`config.mk`:
```
export PLATFORM = sky130hd
export DESIGN_NAME = msma_regs
export DESIGN_NICKNAME = d
export VERILOG_FILES = /design/src/hdl/msma_pkg.sv /design/src/hdl/msma_regs.sv
export SDC_FILE = /design/constraint.sdc
export NUM_CORES = 1
export LEC_CHECK = 0
export BUFFER_PORTS_ARGS = -buffer_cell sky130_fd_sc_hd__buf_2
export CAP_MARGIN = 40
export CORE_ASPECT_RATIO = 1.4
export CORE_UTILIZATION = 38
export DETAILED_ROUTE_END_ITERATION = 8
export PLACE_DENSITY = 0.86
export SYNTH_ARGS = -nofsm -noshare
export SYNTH_HDL_FRONTEND = slang
export SYNTH_SLANG_ARGS = --single-unit
```
`constraint.sdc`:
```
create_clock -name i_clk -period 1.15 [get_ports i_clk]
set_input_delay 0.115 -clock i_clk [delete_from_list [all_inputs] [get_ports i_clk]]
set_output_delay 0.115 -clock i_clk [all_outputs]
set_load 0.03 [all_outputs]
```
`src/hdl/msma_pkg.sv`:
```
// Shared types and constants for the median/sum mix aggregator.
// No dependencies; used by msma_regs and the top level.
package msma_pkg;

    localparam int CFG_AW = 3;
    localparam int CFG_DW = 32;

    localparam logic [0:0] REG_WORKER_COUNT = 1'b0;
    localparam logic [0:0] REG_MIX_WEIGHT   = 1'b1;

    localparam logic [4:0]  WORKER_COUNT_RST = 5'd1;
    localparam logic [16:0] MIX_WEIGHT_RST   = 17'd0;
    localparam logic [16:0] WEIGHT_ONE       = 17'h10000;
    localparam int          MIX_SHIFT        = 17;

    typedef struct packed {
        logic [4:0]  worker_count;
        logic [16:0] mix_weight;
    } t_cfg;

    typedef enum logic [11:0] {
        ST_IDLE  = 12'b0000_0000_0001,
        ST_SHIFT = 12'b0000_0000_0010,
        ST_PLACE = 12'b0000_0000_0100,
        ST_RD_LO = 12'b0000_0000_1000,
        ST_RD_HI = 12'b0000_0001_0000,
        ST_SUM   = 12'b0000_0010_0000,
        ST_MIX_A = 12'b0000_0100_0000,
        ST_MIX_B = 12'b0000_1000_0000,
        ST_MIX_C = 12'b0001_0000_0000,
        ST_MIX_D = 12'b0010_0000_0000,
        ST_ROUND = 12'b0100_0000_0000,
        ST_OUT   = 12'b1000_0000_0000
    } t_state;

endpackage

```
`src/hdl/msma_regs.sv`:
```
// APB configuration registers: worker_count and mix_weight.
// Depends on msma_pkg.
module msma_regs (
    input  logic                         i_clk,
    input  logic                         i_rst_n,
    input  logic                         psel,
    input  logic                         penable,
    input  logic                         pwrite,
    input  logic [msma_pkg::CFG_AW-1:0]  paddr,
    input  logic [msma_pkg::CFG_DW-1:0]  pwdata,
    output logic [msma_pkg::CFG_DW-1:0]  prdata,
    output logic                         pready,
    output msma_pkg::t_cfg               o_cfg
);

    msma_pkg::t_cfg r_cfg;
    logic           wr_en;
    logic [0:0]     reg_idx;

    assign pready  = 1'b1;
    assign wr_en   = psel & penable & pwrite & pready;
    assign reg_idx = paddr[2];

    always_ff @(posedge i_clk) begin
        if (!i_rst_n) begin
            r_cfg.worker_count <= msma_pkg::WORKER_COUNT_RST;
            r_cfg.mix_weight   <= msma_pkg::MIX_WEIGHT_RST;
        end else if (wr_en) begin
            case (reg_idx)
                msma_pkg::REG_WORKER_COUNT: r_cfg.worker_count <= pwdata[4:0];
                msma_pkg::REG_MIX_WEIGHT:   r_cfg.mix_weight   <= pwdata[16:0];
                default: ;
            endcase
        end
    end

    always_comb begin
        case (reg_idx)
            msma_pkg::REG_WORKER_COUNT: prdata = 32'(r_cfg.worker_count);
            msma_pkg::REG_MIX_WEIGHT:   prdata = 32'(r_cfg.mix_weight);
            default:                    prdata = '0;
        endcase
    end

    assign o_cfg = r_cfg;

endmodule

```
; ---- Word-level counts from Yosys, hierarchy flattened
; Index checks and enable logic that the tools add are counted.
; W data, S select, Z words.
[totals]
ff_bits = 22
output_inout_bits = 55
[classes]
muxes = 1
reduce_logical = 2
bitwise = 3
[ops]
columns = operator, n
row1 = $pmux W32 S2, 1
row2 = $reduce_and A2 Y1, 2
row3 = $and A1 B1 Y1, 2
row4 = $not A1 Y1, 1

; ---- Logic depth before layout (Yosys ltp)
[logic_depth]
word_depth = 3
mapped_depth = 5
mapped_depth_nobuf = 2

; ---- Worst setup path after synthesis
; Ideal clock, no wire load.
[synth_path]
path_kind = flip-flop to output port
start = reg r_cfg (netlist bit o_cfg[10])
end = out prdata[10] (netlist bit)
slack_ps = 190
arrival_time_ps = 845
t_required_ps = 1035
stages_incl_launch_ff = 2
path_buffers = 0
path_cell_list = dfxtp_1 > and2_1
[synth_via]
elab_chain_len = 1
[synth_lines]
columns = element, line
row1 = "start, declared", msma_regs.sv:16  ; msma_pkg::t_cfg r_cfg;
row2 = $pmux W32 S2, msma_regs.sv:38  ; case (reg_idx)
row3 = "end, declared", msma_regs.sv:11  ; output logic [msma_pkg::CFG_DW-1:0] prdata,
; Every way passes these cells. The select of a mux whose other input is x is not followed.

; ---- Worst setup path in the final report
[layout_path]
start = reg r_cfg (netlist bit o_cfg[2])
end = out prdata[2] (netlist bit)
; The elaborated chain is that of the path after synthesis.

==> results.json <==
{
  "die_w_um": 49.0,
  "finalSetupViolations": 0,
  "clock-root-buffer": "clkbuf_8",
  "diodes": 0,
  "path_class": "reg -> out",
  "num_rows": 23,
  "area_growth_pct": 28.5,
  "ys_seq_area_share_pct": 37.5,
  "htree_levels": 1,
  "worst_setup_path_end_kind": "output port",
  "die_height_um": 67.8,
  "antenna_left": 0,
  "wl_met2_mm": 1.20,
  "r2r_start": "o_cfg[17]",
  "setup_tns_ps": 0,
  "vias_per_cell": 4.40,
  "fin_nets": 227,
  "firstDrtPassIters": 5,
  "status": "finished clean",
  "post-route-period-util_pct": 97.3,
  "portBuffers": 61,
  "path_max_fanout": 3,
  "yosysUniqueCellTypes": 14,
  "slew_viol_final": 0,
  "postCtsSetupRepairBufs": 0,
  "wl_per_cell_um": 10.3,
  "fin_util_pct": 51.9,
  "routedLengthMet1_um": 922,
  "netlist_instances": 129,
  "drv_cap": 0,
  "tritoncts": "built",
  "cts.path.max_buffers": 2,
  "drc": 0,
  "clock.fmax_mhz": 893,
  "track_usage_pct": 14.1,
  "start_kind": "flop",
  "drive_gt1_share_pct": 45.2,
  "fill_cells": 293,
  "avgSynthCellArea_um2": 9.10,
  "place_hpwl_mm": 1.75,
  "dr_total_vias": 982,
  "path_clk_slew_ps": 80,
  "die_area_um2": 3320,
  "critPathArrivalTime_ps": 1000,
  "finalWorstSetupSlack_ps": 30.7,
  "ys_seq_elements": 22,
  "grt_max_degree": 41,
  "powerDensity_nw_per_um2": 1070,
  "hold_class": "in -> reg",
  "grt_pass1_wl_mm": 3.64,
  "hold_viol_final": 0,
  "topRoutingLayerUsed": "met3",
  "grt_pass1_vias": 821,
  "cts_inserted_buffers": 3,
  "gp_congestion": 0.606,
  "antenna_found_initial": 0,
  "ios": 95,
  "rsz0062_at_grt": "false",
  "p_leak_nw": 0.797,
  "synth_area_um2": 1170,
  "yosysWarnings": 0,
  "finalClockSkew_ps": 0,
  "wl_mm": 2.31,
  "cts_sinks": 22,
  "clk_latency_ps": 250,
  "coreArea_um2": 2910,
  "min_period_ps": 1120,
  "startpoint": "o_cfg[2]",
  "cp.required_ps": 1030,
  "drt_iter0_markers": 6,
  "largest_register_ffs": 22,
  "max-vdd-ir-drop_mv": 0.704,
  "met3_length_um": 182,
  "start_util_pct": 40.4,
  "hold_path.startpoint": "pwdata[16]",
  "grt_remaining_overflow": 0,
  "dp_slack_ps": -16.5
}
[logic make-up after synthesis]
logic type	count (synthesis)	share of synthesized area (%)
buffers and inverters	24	16.2
flip-flops	22	37.5
multiplexers	27	23.6
AND/OR/NAND/NOR	54	22.1
other	2	0.640
[repair_timing]
action / 4_1_cts / 5_1_grt
endpoints found under the setup margin: 2 / 5
resized for setup: 3 / 17
hold buffers: 0 / 0
[final timing paths]
kind | end | slack (ps) | cells after the start
worst min-delay path | o_cfg[16] | 100 | 3
worst min register to register | o_cfg[1] | 460 | 2
worst max register to register | o_cfg[17] | 540 | 2
worst max-delay path | prdata[2] | 30 | 2
[final cells by class]
cell class,instances,area [µm²],share of cell area [%]
Clock buffer,4,55.1,3.65
Multi-Input combinational cell,97,596,39.5
Sequential cell,22,450,29.9
Tap cell,37,46.3,3.07
Timing Repair Buffer,63,360,23.9
[layout by cell type (no fill, tap or decap), drive strengths merged]
master,synthesis,routed
buf,19,63
nand2,38,38
mux2i,22,22
dfxtp,22,22
conb,2,16
and2,12,12
mux2,5,5
clkbuf,5,4
nor2b,2,2
and4,1,1
nand4b,1,1
[worst max-delay path: stages (launching register included)]
cell and delay, ps:
dfxtp_2 330, mux2_2 260, buf_4 170
[cell usage after synthesis]
master | n | area share [%]
mux2i_1 | 22 | 19
dfxtp_1 | 22 | 38
mux2_2 | 5 | 4.8
buf_4 | 16 | 10
and2_1 | 10 | 5.3
clkbuf_1 | 5 | 1.6
and4_4 | 1 | 0.96
conb_1 | 2 | 0.64
buf_12 | 2 | 3.4
nor2b_1 | 2 | 1.1
nand4b_2 | 1 | 1.3
nand2_1 | 38 | 12
and2_2 | 2 | 1.3
buf_6 | 1 | 0.96
[layer usage]
| metal | track usage, % | up-vias |
|---|---|---|
| li1 | - | 492 |
| met3 | 3.15 | 0 |
| met4 | 2.21 | 0 |
| met1 | 15.3 | 436 |
| met2 | 28.1 | 54 |
| met5 | 0 | - |
[through the flow]
stage	std cells	instance area, µm²	power [mW]	hold slack, ps
5_1_grt	223	1510	1.71	102
3_5_place_dp	219	1420	1.10	372
2_1_floorplan	143	1230	1.06	257
3_3_place_gp	219	1420	1.09	363
6_report	223	1510	1.62	99.2
4_1_cts	223	1480	1.64	94.6
[power by group]
part	total [mW]	internal [mW]	switching, mW
logic	0.298	0.0949	0.204
clock network	0.532	0.304	0.228
registers	0.790	0.779	0.0109
Power figures use the tool's default switching activity.
