$ cat config.mk
export PLATFORM = sky130hd
export DESIGN_NAME = msma_ram
export DESIGN_NICKNAME = d
export VERILOG_FILES = /design/src/hdl/msma_ram.sv
export SDC_FILE = /design/constraint.sdc
export NUM_CORES = 1
export LEC_CHECK = 0
export BUFFER_PORTS_ARGS = -buffer_cell sky130_fd_sc_hd__buf_2
export CAP_MARGIN = 20
export CORE_UTILIZATION = 35
export DETAILED_ROUTE_END_ITERATION = 10
export GPL_TIMING_DRIVEN = 0
export RECOVER_POWER = 100
export SETUP_SLACK_MARGIN = 0.5
export SLEW_MARGIN = 20
export SYNTH_ARGS = -nofsm -noshare
export SYNTH_HDL_FRONTEND = slang
export SYNTH_SLANG_ARGS = --single-unit
$ cat constraint.sdc
create_clock -name i_clk -period 12.3 [get_ports i_clk]
set_input_delay 2.46 -clock i_clk [delete_from_list [all_inputs] [get_ports i_clk]]
set_output_delay 2.46 -clock i_clk [all_outputs]
set_load 0.02 [all_outputs]
$ cat src/hdl/msma_ram.sv
// Generic single-write, single-read RAM with registered read data.
// No dependencies.
module msma_ram #(
    parameter int WIDTH = 32,
    parameter int DEPTH = 16
) (
    input  logic                                       i_clk,
    input  logic                                       i_we,
    input  logic [((DEPTH > 1) ? $clog2(DEPTH) : 1)-1:0] i_waddr,
    input  logic [WIDTH-1:0]                           i_wdata,
    input  logic [((DEPTH > 1) ? $clog2(DEPTH) : 1)-1:0] i_raddr,
    output logic [WIDTH-1:0]                           o_rdata
);

    logic [WIDTH-1:0] r_mem [DEPTH];
    logic [WIDTH-1:0] r_rdata;

    always_ff @(posedge i_clk) begin
        if (i_we) begin
            r_mem[i_waddr] <= i_wdata;
        end
        r_rdata <= r_mem[i_raddr];
    end

    assign o_rdata = r_rdata;

endmodule

### Word-level counts from Yosys, hierarchy flattened

Memories as Yosys holds them, arrays and structs flattened. A register that Yosys moved wholly into a read port is not among the register bits.
Cells that the tools add are included.

* muxes and demuxes: 2

Operators by type and width (count)
* two-way mux 1 bit: 2

* register bits after elaboration: 0
* memories: 1
* RAM bits: 512
* logic and storage cells: 3
* bits of input ports: 42
* output and inout port bits: 32

Memories
* r_mem: words 16, bits a word 32, read ports 1, clocked after Yosys merged registers in 1, wr ports 1, RTL line 15 `logic [WIDTH-1:0] r_mem [DEPTH];`

### Logic depth before layout (Yosys ltp)

Gate-level depths: netlist of run 1.

* depth after elaboration: 2
* mapped depth: 5
* mapped depth without buffers: 3

### Worst setup path before layout of run 1

Ideal clock, no wire load.

* kind: input to register
* start: input i_waddr[2] (netlist name)
* end: memory r_mem[0][0], enable pin
* setup time: 461 ps
* path buffers: 0
* arrival: 5178 ps
* required time: 11839 ps
* cell stages on the path: 2
* setup slack: 6660 ps
* cells stage by stage: or3b_2 > nor3_1

RTL lines
* start, declared: RTL line 9 `input logic [((DEPTH > 1) ? $clog2(DEPTH) : 1)-1:0] i_waddr,`
* end, declared: RTL line 15

No word-level cell before the write port.

### Worst setup path after layout of run 1

* start: input i_we
* end: memory r_mem[1][28], enable pin

* word-level cells in the longest chain between the ends: 2

RTL lines
* start, declared: RTL line 8 `input logic i_we,`
* two-way mux 1 bit: RTL line 19 `if (i_we) begin`
* two-way mux 1 bit (not written as such): RTL line 20 `r_mem[i_waddr] <= i_wdata;`

Every way passes these cells.

==> flow_summary.toml, run 1 <==
[status]
run_status = "finished, violations left"
failed_checks = "max-capacitance violations, max-slew violations"

[power_and_ir_drop]
total_power_after_layout_uw = 3936
netSwitchingFraction_pct = 20.64
power.share.clock_pct = 42.1
power_density_nw_per_um2 = 171.0
p_leak_uw = 0.007132
p_switching_uw = 812.5
cellInternalPower_uw = 3124
seq_power_share_pct = 52.9
power_frac_comb_pct = 5.0
vdd_drop_max_v = 0.0001127

[floorplanning]
die-width_um = 240.2
floorplan.core_area_sq_um = 55520
design.die.area_sq_um = 57680
floorplan.initialDensity_pct = 35.76
io_pins = 74
die_h_um = 240.2
placement_rows = 86

[clock_tree]
tritoncts_num_sinks = 544
worst_case_clock_buffer_depth = 3
clock_edge_transition_at_the_registers_on_the_reported_setup_and_hold_paths_ns = 0.06
holdBufCountCts = 0
cts.repair.resized = 0
worstSkewPairLatency_ns = 0.60
cts.root.buffer_cell = "clkbuf_16"
cts.htree.levels = 2
tritoncts = "built"
tritoncts.num_buffers = 55
post-cts-setup-buffers = 0

[logic_synthesis]
library_cells_used_by_synthesis = 18
synthTopCellsByArea = "edfxtp_1 77%, mux4_2 15%, dfxtp_1 3.2%"
synth_fp_nets = 880
synthDominantCellAreaShare_pct = 77.44
post_synth_instance_area_sq_um = 19850
synth-seq-area-share_pct = 80.67
synth_area_per_cell_sq_um = 23.69
yosys_warnings = 0
postSynthRegisterBits = 544
synthDominantAreaCellType = "edfxtp_1"
postSynthCellCount = 838

[flow_run]
cap_viol_max_count = 2

[place]
post_dp_hpwl_um = 28010
gpl.final_weighted_congestion = 0.6829
buffer_ports.inserted = 71
dp.cells = 1699

[timing]
finalCriticalPeriod_ns = 5.613
max_frequency_mhz = 178.2
timing.final.max_slew_violations = 36
timing.final.hold_violations = 0
fin_worst_skew_ns = 0.008979
finalSetupViolations = 0
rsz0062_at_grt = "no"
finalSetupTns_ns = 0
finalCritPeriodShare_pct = 45.63
slew-limit-headroom_pct = -35.71
max_slew.worst_pin.slew_ns = 2.028

[drt]
drt-wirelength-per-cell_um = 25.01
ant_nets = 0
firstDrtPassIters = 5
vias = 9370
finalWirelength_um = 45100
drc = 0
drt_iter0_drc = 1057
detail_route.vias_per_cell = 5.197

[grt]
grt_first_pass_wirelength_um = 65160
grt_util_all_layers_pct = 15.92
largest_net_degree_at_the_start_of_global_routing = 18
globalRoute.totalOverflow = 0
antenna_found_initial = 4
first_global_vias = 9669

[setup_path]
required_ns = 12.51
timing.reg2reg.worst_path_depth = 3
cp_slowest_cell = "nor2_1"
critical_path_capture_point_type = "flop"
reg2reg_from = "r_mem[10][31]"
worst-setup-path-type = "in -> reg"
chain_of_cells_forming_the_critical_path = "clkbuf_1 -> or3b_2 -> nor2_1 -> clkbuf_1 -> clkbuf_1"
worstPathMaxFanout = 13
worstReg2RegEnd = "o_rdata[31]"
timing.critical_path.mode_cell = "clkbuf_1"
type_of_element_launching_the_critical_path = "input port"
cp_slowest_stage_delay_ns = 1.08
rrSetupSlack_ns = 10.91
arrival_ns = 5.83

[cells_and_area]
total_nets_final = 1050
final_layout_size_suffix_gt1_share_pct = 21.37
layout.cells.most_common_list = "512 x edfxtp_1, 155 x clkbuf_1, 128 x mux4_2"
mostFrequentLayoutCell = "edfxtp_1"
syn2layout_area_growth_pct = 15.92
layout.cells.non_filler = 1803

[min_path]
worstHoldEndpoint = "o_rdata[3]"
min_path_cells = 3
hp-class = "reg -> reg"
worstHoldStart = "r_mem[14][3]"
cells by family (layout without fill, tap and decap cells):
kind of cell,after synthesis,count (layout),share of synthesized area (%)
muxes,128,128,14.52
buffers and inverters,43,258,1.122
other,0,2,0
AOI/OAI and AO/OA,64,64,2.420
and+or+nand+nor,59,59,1.273
DFF,544,544,80.67
per-stage QoR:
stage / hold WS (ns) / util, % / instance area [sq um] / setup WS, ns
final: 0.6668 / 41.45 / 23010 / 6.687
after detailed placement: 0.6514 / 39.62 / 22000 / 7.725
after CTS: 0.6647 / 42.85 / 23790 / 8.360
after floorplan: 0.6349 / - / 19850 / 6.660
after global placement: 0.6503 / 38.08 / 21150 / 3.692
after global routing: 0.7121 / 41.45 / 23010 / 6.483
worst max-delay path: cells and delay by family:
family	cells	cell delay, ns
simple gates	2	1.59
buf+inv	3	1.75
cells in the mapped netlist:
cell / number
buf_6: 2
dfxtp_1: 32
mux4_2: 128
and2_1: 1
buf_2: 4
nor2b_1: 2
buf_1: 9
nand3_1: 1
nor3_1: 4
or3b_2: 1
nor2_1: 13
nand2_1: 33
buf_4: 11
clkbuf_1: 17
edfxtp_1: 512
nand3b_1: 2
nand2b_1: 2
a22oi_1: 64
final cells by class:
class	count	area (sq um)
antenna	2	5.005
multi-input combinational	251	3616
clock buffer	86	1615
fill	4952	32510
timing repair buffer	113	429.2
clock inverter	16	177.7
tap	748	935.9
sequential	544	16020
buffer	43	220.2
worst max-delay path by stage:
| stage | depth (start not counted) | end | startpoint |
|---|---|---|---|
| 2_1_floorplan | 2 | r_mem[0][0] | i_waddr[2] |
| 3_3_place_gp | 3 | r_mem[0][7] | i_waddr[2] |
| 3_5_place_dp | 6 | r_mem[8][2] | i_waddr[2] |
| 4_1_cts | 6 | r_mem[8][4] | i_waddr[2] |
| 5_1_grt | 5 | r_mem[1][28] | i_we |
| 6_report | 5 | r_mem[1][28] | i_we |
power by group through the flow:
stage          Combinational, uW  Sequential [uW]  Clock [uW]
5_1_grt                      211             2090        1750
3_5_place_dp                 213             2120           0
3_3_place_gp                 197             2120           0
4_1_cts                      214             2080        1690
6_report                     195             2080        1660
2_1_floorplan               99.5             2140           0
per-layer routing:
metal	part of all wire, %	track usage (%)
met1	45	23.32
met2	46	24.17
met4	2.4	4.883
met3	6.7	2.893
met5	0.042	0
registers in the layout, indices dropped and copies added, names as in the netlist:
register / count
r_mem: 512
o_rdata: 32
No activity file was read; power rests on OpenSTA's default activity.
==> run 2, diff against run 1 <==
==> constraint.sdc (replaced) <==
create_clock -name i_clk -period 5.3 [get_ports i_clk]
set_input_delay 1.06 -clock i_clk [delete_from_list [all_inputs] [get_ports i_clk]]
set_output_delay 1.06 -clock i_clk [all_outputs]
set_load 0.02 [all_outputs]
==> run 2 against run 1 <==
The run still ends with max-capacitance violations, max-slew violations left. Die area did not move. Sequential power rose by 130%. Design area rose by 0.76%. Clock-buffer cell count did not move. Critical path depth did not move. Utilization rose by 0.31 points. Critical path type unchanged. Combinational power rose by 130%. Flip-flop and latch count did not move. Largest power group unchanged.
==> flow_summary.toml, run 2 (same netlist as run 1, synthesis figures left out) <==
[status]
run_status = "finished, violations left"
failed_checks = "max-capacitance violations, max-slew violations"

[grt]
grt_util_all_layers_pct = 15.92
largest_net_degree_at_the_start_of_global_routing = 18
antenna_found_initial = 4
globalRoute.totalOverflow = 0
first_global_vias = 9669
grt_first_pass_wirelength_um = 65160

[setup_path]
critical_path_capture_point_type = "flop"
worstReg2RegEnd = "o_rdata[31]"
rrSetupSlack_ns = 3.91
timing.critical_path.mode_cell = "clkbuf_1"
required_ns = 5.50
worst-setup-path-type = "in -> reg"
arrival_ns = 3.95
cp_slowest_cell = "clkbuf_1"
timing.reg2reg.worst_path_depth = 3
cp_slowest_stage_delay_ns = 1.08
critical_path.startpoint = "i_waddr[1]"
chain_of_cells_forming_the_critical_path = "clkbuf_1 -> nand2_1 -> nor2_1 -> clkbuf_1 -> clkbuf_1"
type_of_element_launching_the_critical_path = "input port"
crit_family = "buffers and inverters"
reg2reg_from = "r_mem[10][31]"
worstPathMaxFanout = 17
critical_path.n_buffers_inverters = 3

[timing]
rsz0062_at_grt = "no"
layout_setup_ws_ns = 1.551
finalSetupTns_ns = 0
fin_worst_skew_ns = 0.008717
max_frequency_mhz = 266.7
max_slew.worst_pin.slew_ns = 2.253
slew-limit-headroom_pct = -50.75
timing.final.hold_violations = 0
finalCritPeriodShare_pct = 70.74
finalSetupViolations = 0
timing.final.max_slew_violations = 34
finalCriticalPeriod_ns = 3.749

[drt]
drc = 0
firstDrtPassIters = 5
detail_route.vias_per_cell = 5.175
vias = 9331
drt_iter0_drc = 1065
drt-wirelength-per-cell_um = 24.97
finalWirelength_um = 45020
ant_nets = 0

[clock_tree]
cts.root.buffer_cell = "clkbuf_16"
cts.repair.resized = 0
post-cts-setup-buffers = 0
worstSkewPairLatency_ns = 0.60
tritoncts.num_buffers = 55
clock_edge_transition_at_the_registers_on_the_reported_setup_and_hold_paths_ns = 0.06
holdBufCountCts = 0
cts.htree.levels = 2
tritoncts_num_sinks = 544
worst_case_clock_buffer_depth = 3
tritoncts = "built"

[power_and_ir_drop]
cellInternalPower_uw = 7254
netSwitchingFraction_pct = 20.67
power_frac_comb_pct = 5.0
power_density_nw_per_um2 = 394.3
vdd_drop_max_v = 0.0002615
p_leak_uw = 0.007209
seq_power_share_pct = 52.9
p_switching_uw = 1890
power.share.clock_pct = 42.1

[place]
post_dp_hpwl_um = 28010
detailedPlace.worstSlack_ns = 2.125
dp.cells = 1699
buffer_ports.inserted = 71
gpl.final_weighted_congestion = 0.6829

[floorplanning]
design.die.area_sq_um = 57680
floorplan.initialDensity_pct = 35.76
io_pins = 74
die-width_um = 240.2
placement_rows = 86
die_h_um = 240.2
floorplan.core_area_sq_um = 55520

[min_path]
worstHoldEndpoint = "o_rdata[3]"
hp-class = "reg -> reg"
min_path_cells = 3
worstHoldStart = "r_mem[14][3]"

[flow_run]
cap_viol_max_count = 2

[cells_and_area]
mostFrequentLayoutCell = "edfxtp_1"
layout.cells.non_filler = 1803
largest-register = "r_mem"
layout.cells.most_common_list = "512 x edfxtp_1, 147 x clkbuf_1, 128 x mux4_2"
postLayoutCoreUtil_pct = 41.76
largest_reg_flops = 512
syn2layout_area_growth_pct = 16.79
total_nets_final = 1050
final_layout_size_suffix_gt1_share_pct = 22.13
-- run 2: through the flow --
stage | total power (uW) | hold WS, ns | area (sq um)
2_1_floorplan | 5189 | 0.6349 | 19850
3_5_place_dp | 5419 | 0.6514 | 22000
5_1_grt | 9400 | 0.7121 | 23190
4_1_cts | 9244 | 0.6647 | 23790
3_3_place_gp | 5384 | 0.6503 | 21150
6_report | 9143 | 0.6690 | 23190
-- run 2: area by class of cell --
class,instances,area [sq um]
clock buffers,86,1615
plain buffers,43,220.2
fillers,4936,32330
flip-flops and latches,544,16020
well taps,748,935.9
clock inverters,16,177.7
repair buffers,113,603.1
diodes,2,5.005
multi-input cells,251,3616
-- run 2: power groups by stage --
stage,Combinational (uW),Sequential [uW],Clock [uW]
6_report,458,4840,3850
5_1_grt,495,4840,4060
4_1_cts,496,4830,3910
3_5_place_dp,495,4920,0
3_3_place_gp,458,4930,0
2_1_floorplan,231,4960,0
-- run 2: worst max-delay path by stage --
stage | to | slack, ns | cells past startpoint
finish | r_mem[11][4] | 1.55 | 5
floorplan | r_mem[0][0] | 1.06 | 2
global placement | r_mem[0][7] | -1.91 | 3
CTS | r_mem[8][4] | 2.76 | 6
global route | r_mem[11][4] | 1.47 | 5
detailed placement | r_mem[8][2] | 2.13 | 6
-- run 2: routing by layer --
| metal | vias up | routed length, um | track usage, % |
|---|---|---|---|
| li1 | 3914 | - | - |
| met1 | 5025 | 20390 | 23.32 |
| met2 | 308 | 20600 | 24.17 |
| met3 | 80 | 2913 | 2.893 |
| met4 | 4 | 1095 | 4.883 |
| met5 | - | 19 | 0 |
-- run 2: tightest hold or removal path: stages, from the launching register on --
cell and delay, ns:
edfxtp_1 0.31, mux4_2 0.22, a22oi_1 0.06, nand2_1 0.05
==> run 3, diff against run 2 <==
==> constraint.sdc (replaced) <==
create_clock -name i_clk -period 3.2 [get_ports i_clk]
set_input_delay 0.64 -clock i_clk [delete_from_list [all_inputs] [get_ports i_clk]]
set_output_delay 0.64 -clock i_clk [all_outputs]
set_load 0.02 [all_outputs]
==> run 3 against run 2 <==
The flow still finishes with violations (max-capacitance violations, max-slew violations). Sequential power up 65%. Routed wire length down 0.88%. Non-clock buffer count down 10. Critical path depth down 1. Final cell count down 0.67%. Clock skew up 0.0042 ns. Global-route usage up 0.091 points. Worst hold slack worse by 0.13 ns. Highest routed layer unchanged. First-iteration DRC count down 8.5%. Design area up 0.80%. Flip-flop and latch count unchanged.
==> flow_summary.toml, run 3 (same netlist as run 1, synthesis figures left out) <==
[place]
buffer_ports.inserted = 71
post_dp_hpwl_um = 28170
gpl.final_weighted_congestion = 0.6856

[timing]
worst_hold_slack_ns = 0.5385
finalSetupViolations = 0
finalCriticalPeriod_ns = 2.524
max_slew.worst_pin.slew_ns = 1.654
fin_worst_skew_ns = 0.01290
timing.final.hold_violations = 0
rsz0062_at_grt = "no"
timing.final.max_slew_violations = 10
finalCritPeriodShare_pct = 78.87
slew-limit-headroom_pct = -10.68
max_frequency_mhz = 396.2

[clock_tree]
cts.htree.levels = 2
cts.repair.resized = 0
clock_edge_transition_at_the_registers_on_the_reported_setup_and_hold_paths_ns = 0.06
cts.root.buffer_cell = "clkbuf_16"
post-cts-setup-buffers = 0
worstSkewPairLatency_ns = 0.59
tritoncts_num_sinks = 544
worst_case_clock_buffer_depth = 3
tritoncts.num_buffers = 54
holdBufCountCts = 0
tritoncts = "built"

[cells_and_area]
largest_reg_flops = 512
final_layout_size_suffix_gt1_share_pct = 24.57
layout.cells.most_common_list = "512 x edfxtp_1, 128 x mux4_2, 121 x clkbuf_1"
syn2layout_area_growth_pct = 17.73
mostFrequentLayoutCell = "edfxtp_1"
largest-register = "r_mem"
total_nets_final = 1039

[setup_path]
arrival_ns = 2.73
timing.critical_path.mode_cell = "clkbuf_1"
critical_path_capture_point_type = "flop"
cp_slowest_cell = "clkbuf_1"
cp_slowest_stage_delay_ns = 0.82
type_of_element_launching_the_critical_path = "input port"
worst-setup-path-type = "in -> reg"
chain_of_cells_forming_the_critical_path = "clkbuf_1 -> nand2b_1 -> nor2_4 -> clkbuf_1"
required_ns = 3.41
worstPathMaxFanout = 12

[grt]
antenna_found_initial = 3
globalRoute.totalOverflow = 0
largest_net_degree_at_the_start_of_global_routing = 19
first_global_vias = 9795
grt_util_all_layers_pct = 16.01
grt_first_pass_wirelength_um = 65540

[power_and_ir_drop]
seq_power_share_pct = 54.0
cellInternalPower_uw = 11720
power.share.clock_pct = 40.8
p_switching_uw = 3109
netSwitchingFraction_pct = 20.96
p_leak_uw = 0.007272
power_frac_comb_pct = 5.2
power_density_nw_per_um2 = 634.6
vdd_drop_max_v = 0.0003990
total_power_after_layout_uw = 14830

[floorplanning]
floorplan.core_area_sq_um = 55520
placement_rows = 86
die_h_um = 240.2
design.die.area_sq_um = 57680
io_pins = 74
die-width_um = 240.2
floorplan.initialDensity_pct = 35.76

[drt]
drt-wirelength-per-cell_um = 24.92
ant_nets = 0
finalWirelength_um = 44630
firstDrtPassIters = 5
detail_route.vias_per_cell = 5.163
vias = 9247
drt_iter0_drc = 975
drc = 0

[flow_run]
cap_viol_max_count = 1

[status]
failed_checks = "max-capacitance violations, max-slew violations"
run_status = "finished, violations left"

[min_path]
hp-class = "in -> reg"
## run 3: worst max-delay path: cells and delay by family
family | cells | cell delay, ns
buffers and inverters | 2 | 1.23
and+or+nand+nor | 2 | 0.84
## run 3: worst paths after layout
path / start / end / slack [ns] / cells after the start
setup / recovery: i_waddr[0] / r_mem[1][29] / 0.68 / 4
hold / removal: i_wdata[13] / r_mem[3][13] / 0.54 / 1
setup reg to reg: r_mem[11][19] / o_rdata[19] / 1.77 / 3
hold reg to reg: r_mem[15][6] / o_rdata[6] / 0.67 / 3
## run 3: routing by layer
layer  track usage [%]  part of all wire, %  up-vias
met2             25.44                   48      298
met4             4.246                  2.0        6
met3             3.904                  6.5       73
met1             22.04                   44     4966
met5                 0                0.072        -
li1                  -                    -     3904
## run 3: power groups by stage
stage          Combinational [uW]  Sequential (uW)  Clock [uW]
2_1_floorplan                 383             8210           0
3_3_place_gp                  757             8160           0
3_5_place_dp                  823             8160           0
4_1_cts                       824             8010        6170
5_1_grt                       834             8020        6440
6_report                      770             8010        6050
## run 3: metrics by stage
stage               setup TNS (ns)  util (%)  area (sq um)  std cells  setup WS [ns]
floorplan                        0         -         19880        838         0.2319
global placement           -613.26     38.13         21170       1657         -1.483
detailed placement               0     39.69         22040       1689         0.5890
CTS                              0     42.75         23740       1790          1.219
global route                     0     42.09         23370       1790         0.5923
finish                           0     42.10         23370       1791         0.6762
## run 3: final cells by class
type | count | area (sq um)
Clock inverter | 18 | 115.1
Antenna cell | 1 | 2.502
Clock buffer | 83 | 1582
Tap cell | 748 | 935.9
Buffer | 43 | 221.5
Timing Repair Buffer | 103 | 804.5
Sequential cell | 544 | 16020
Multi-Input combinational cell | 251 | 3697
Fill cell | 4842 | 32150
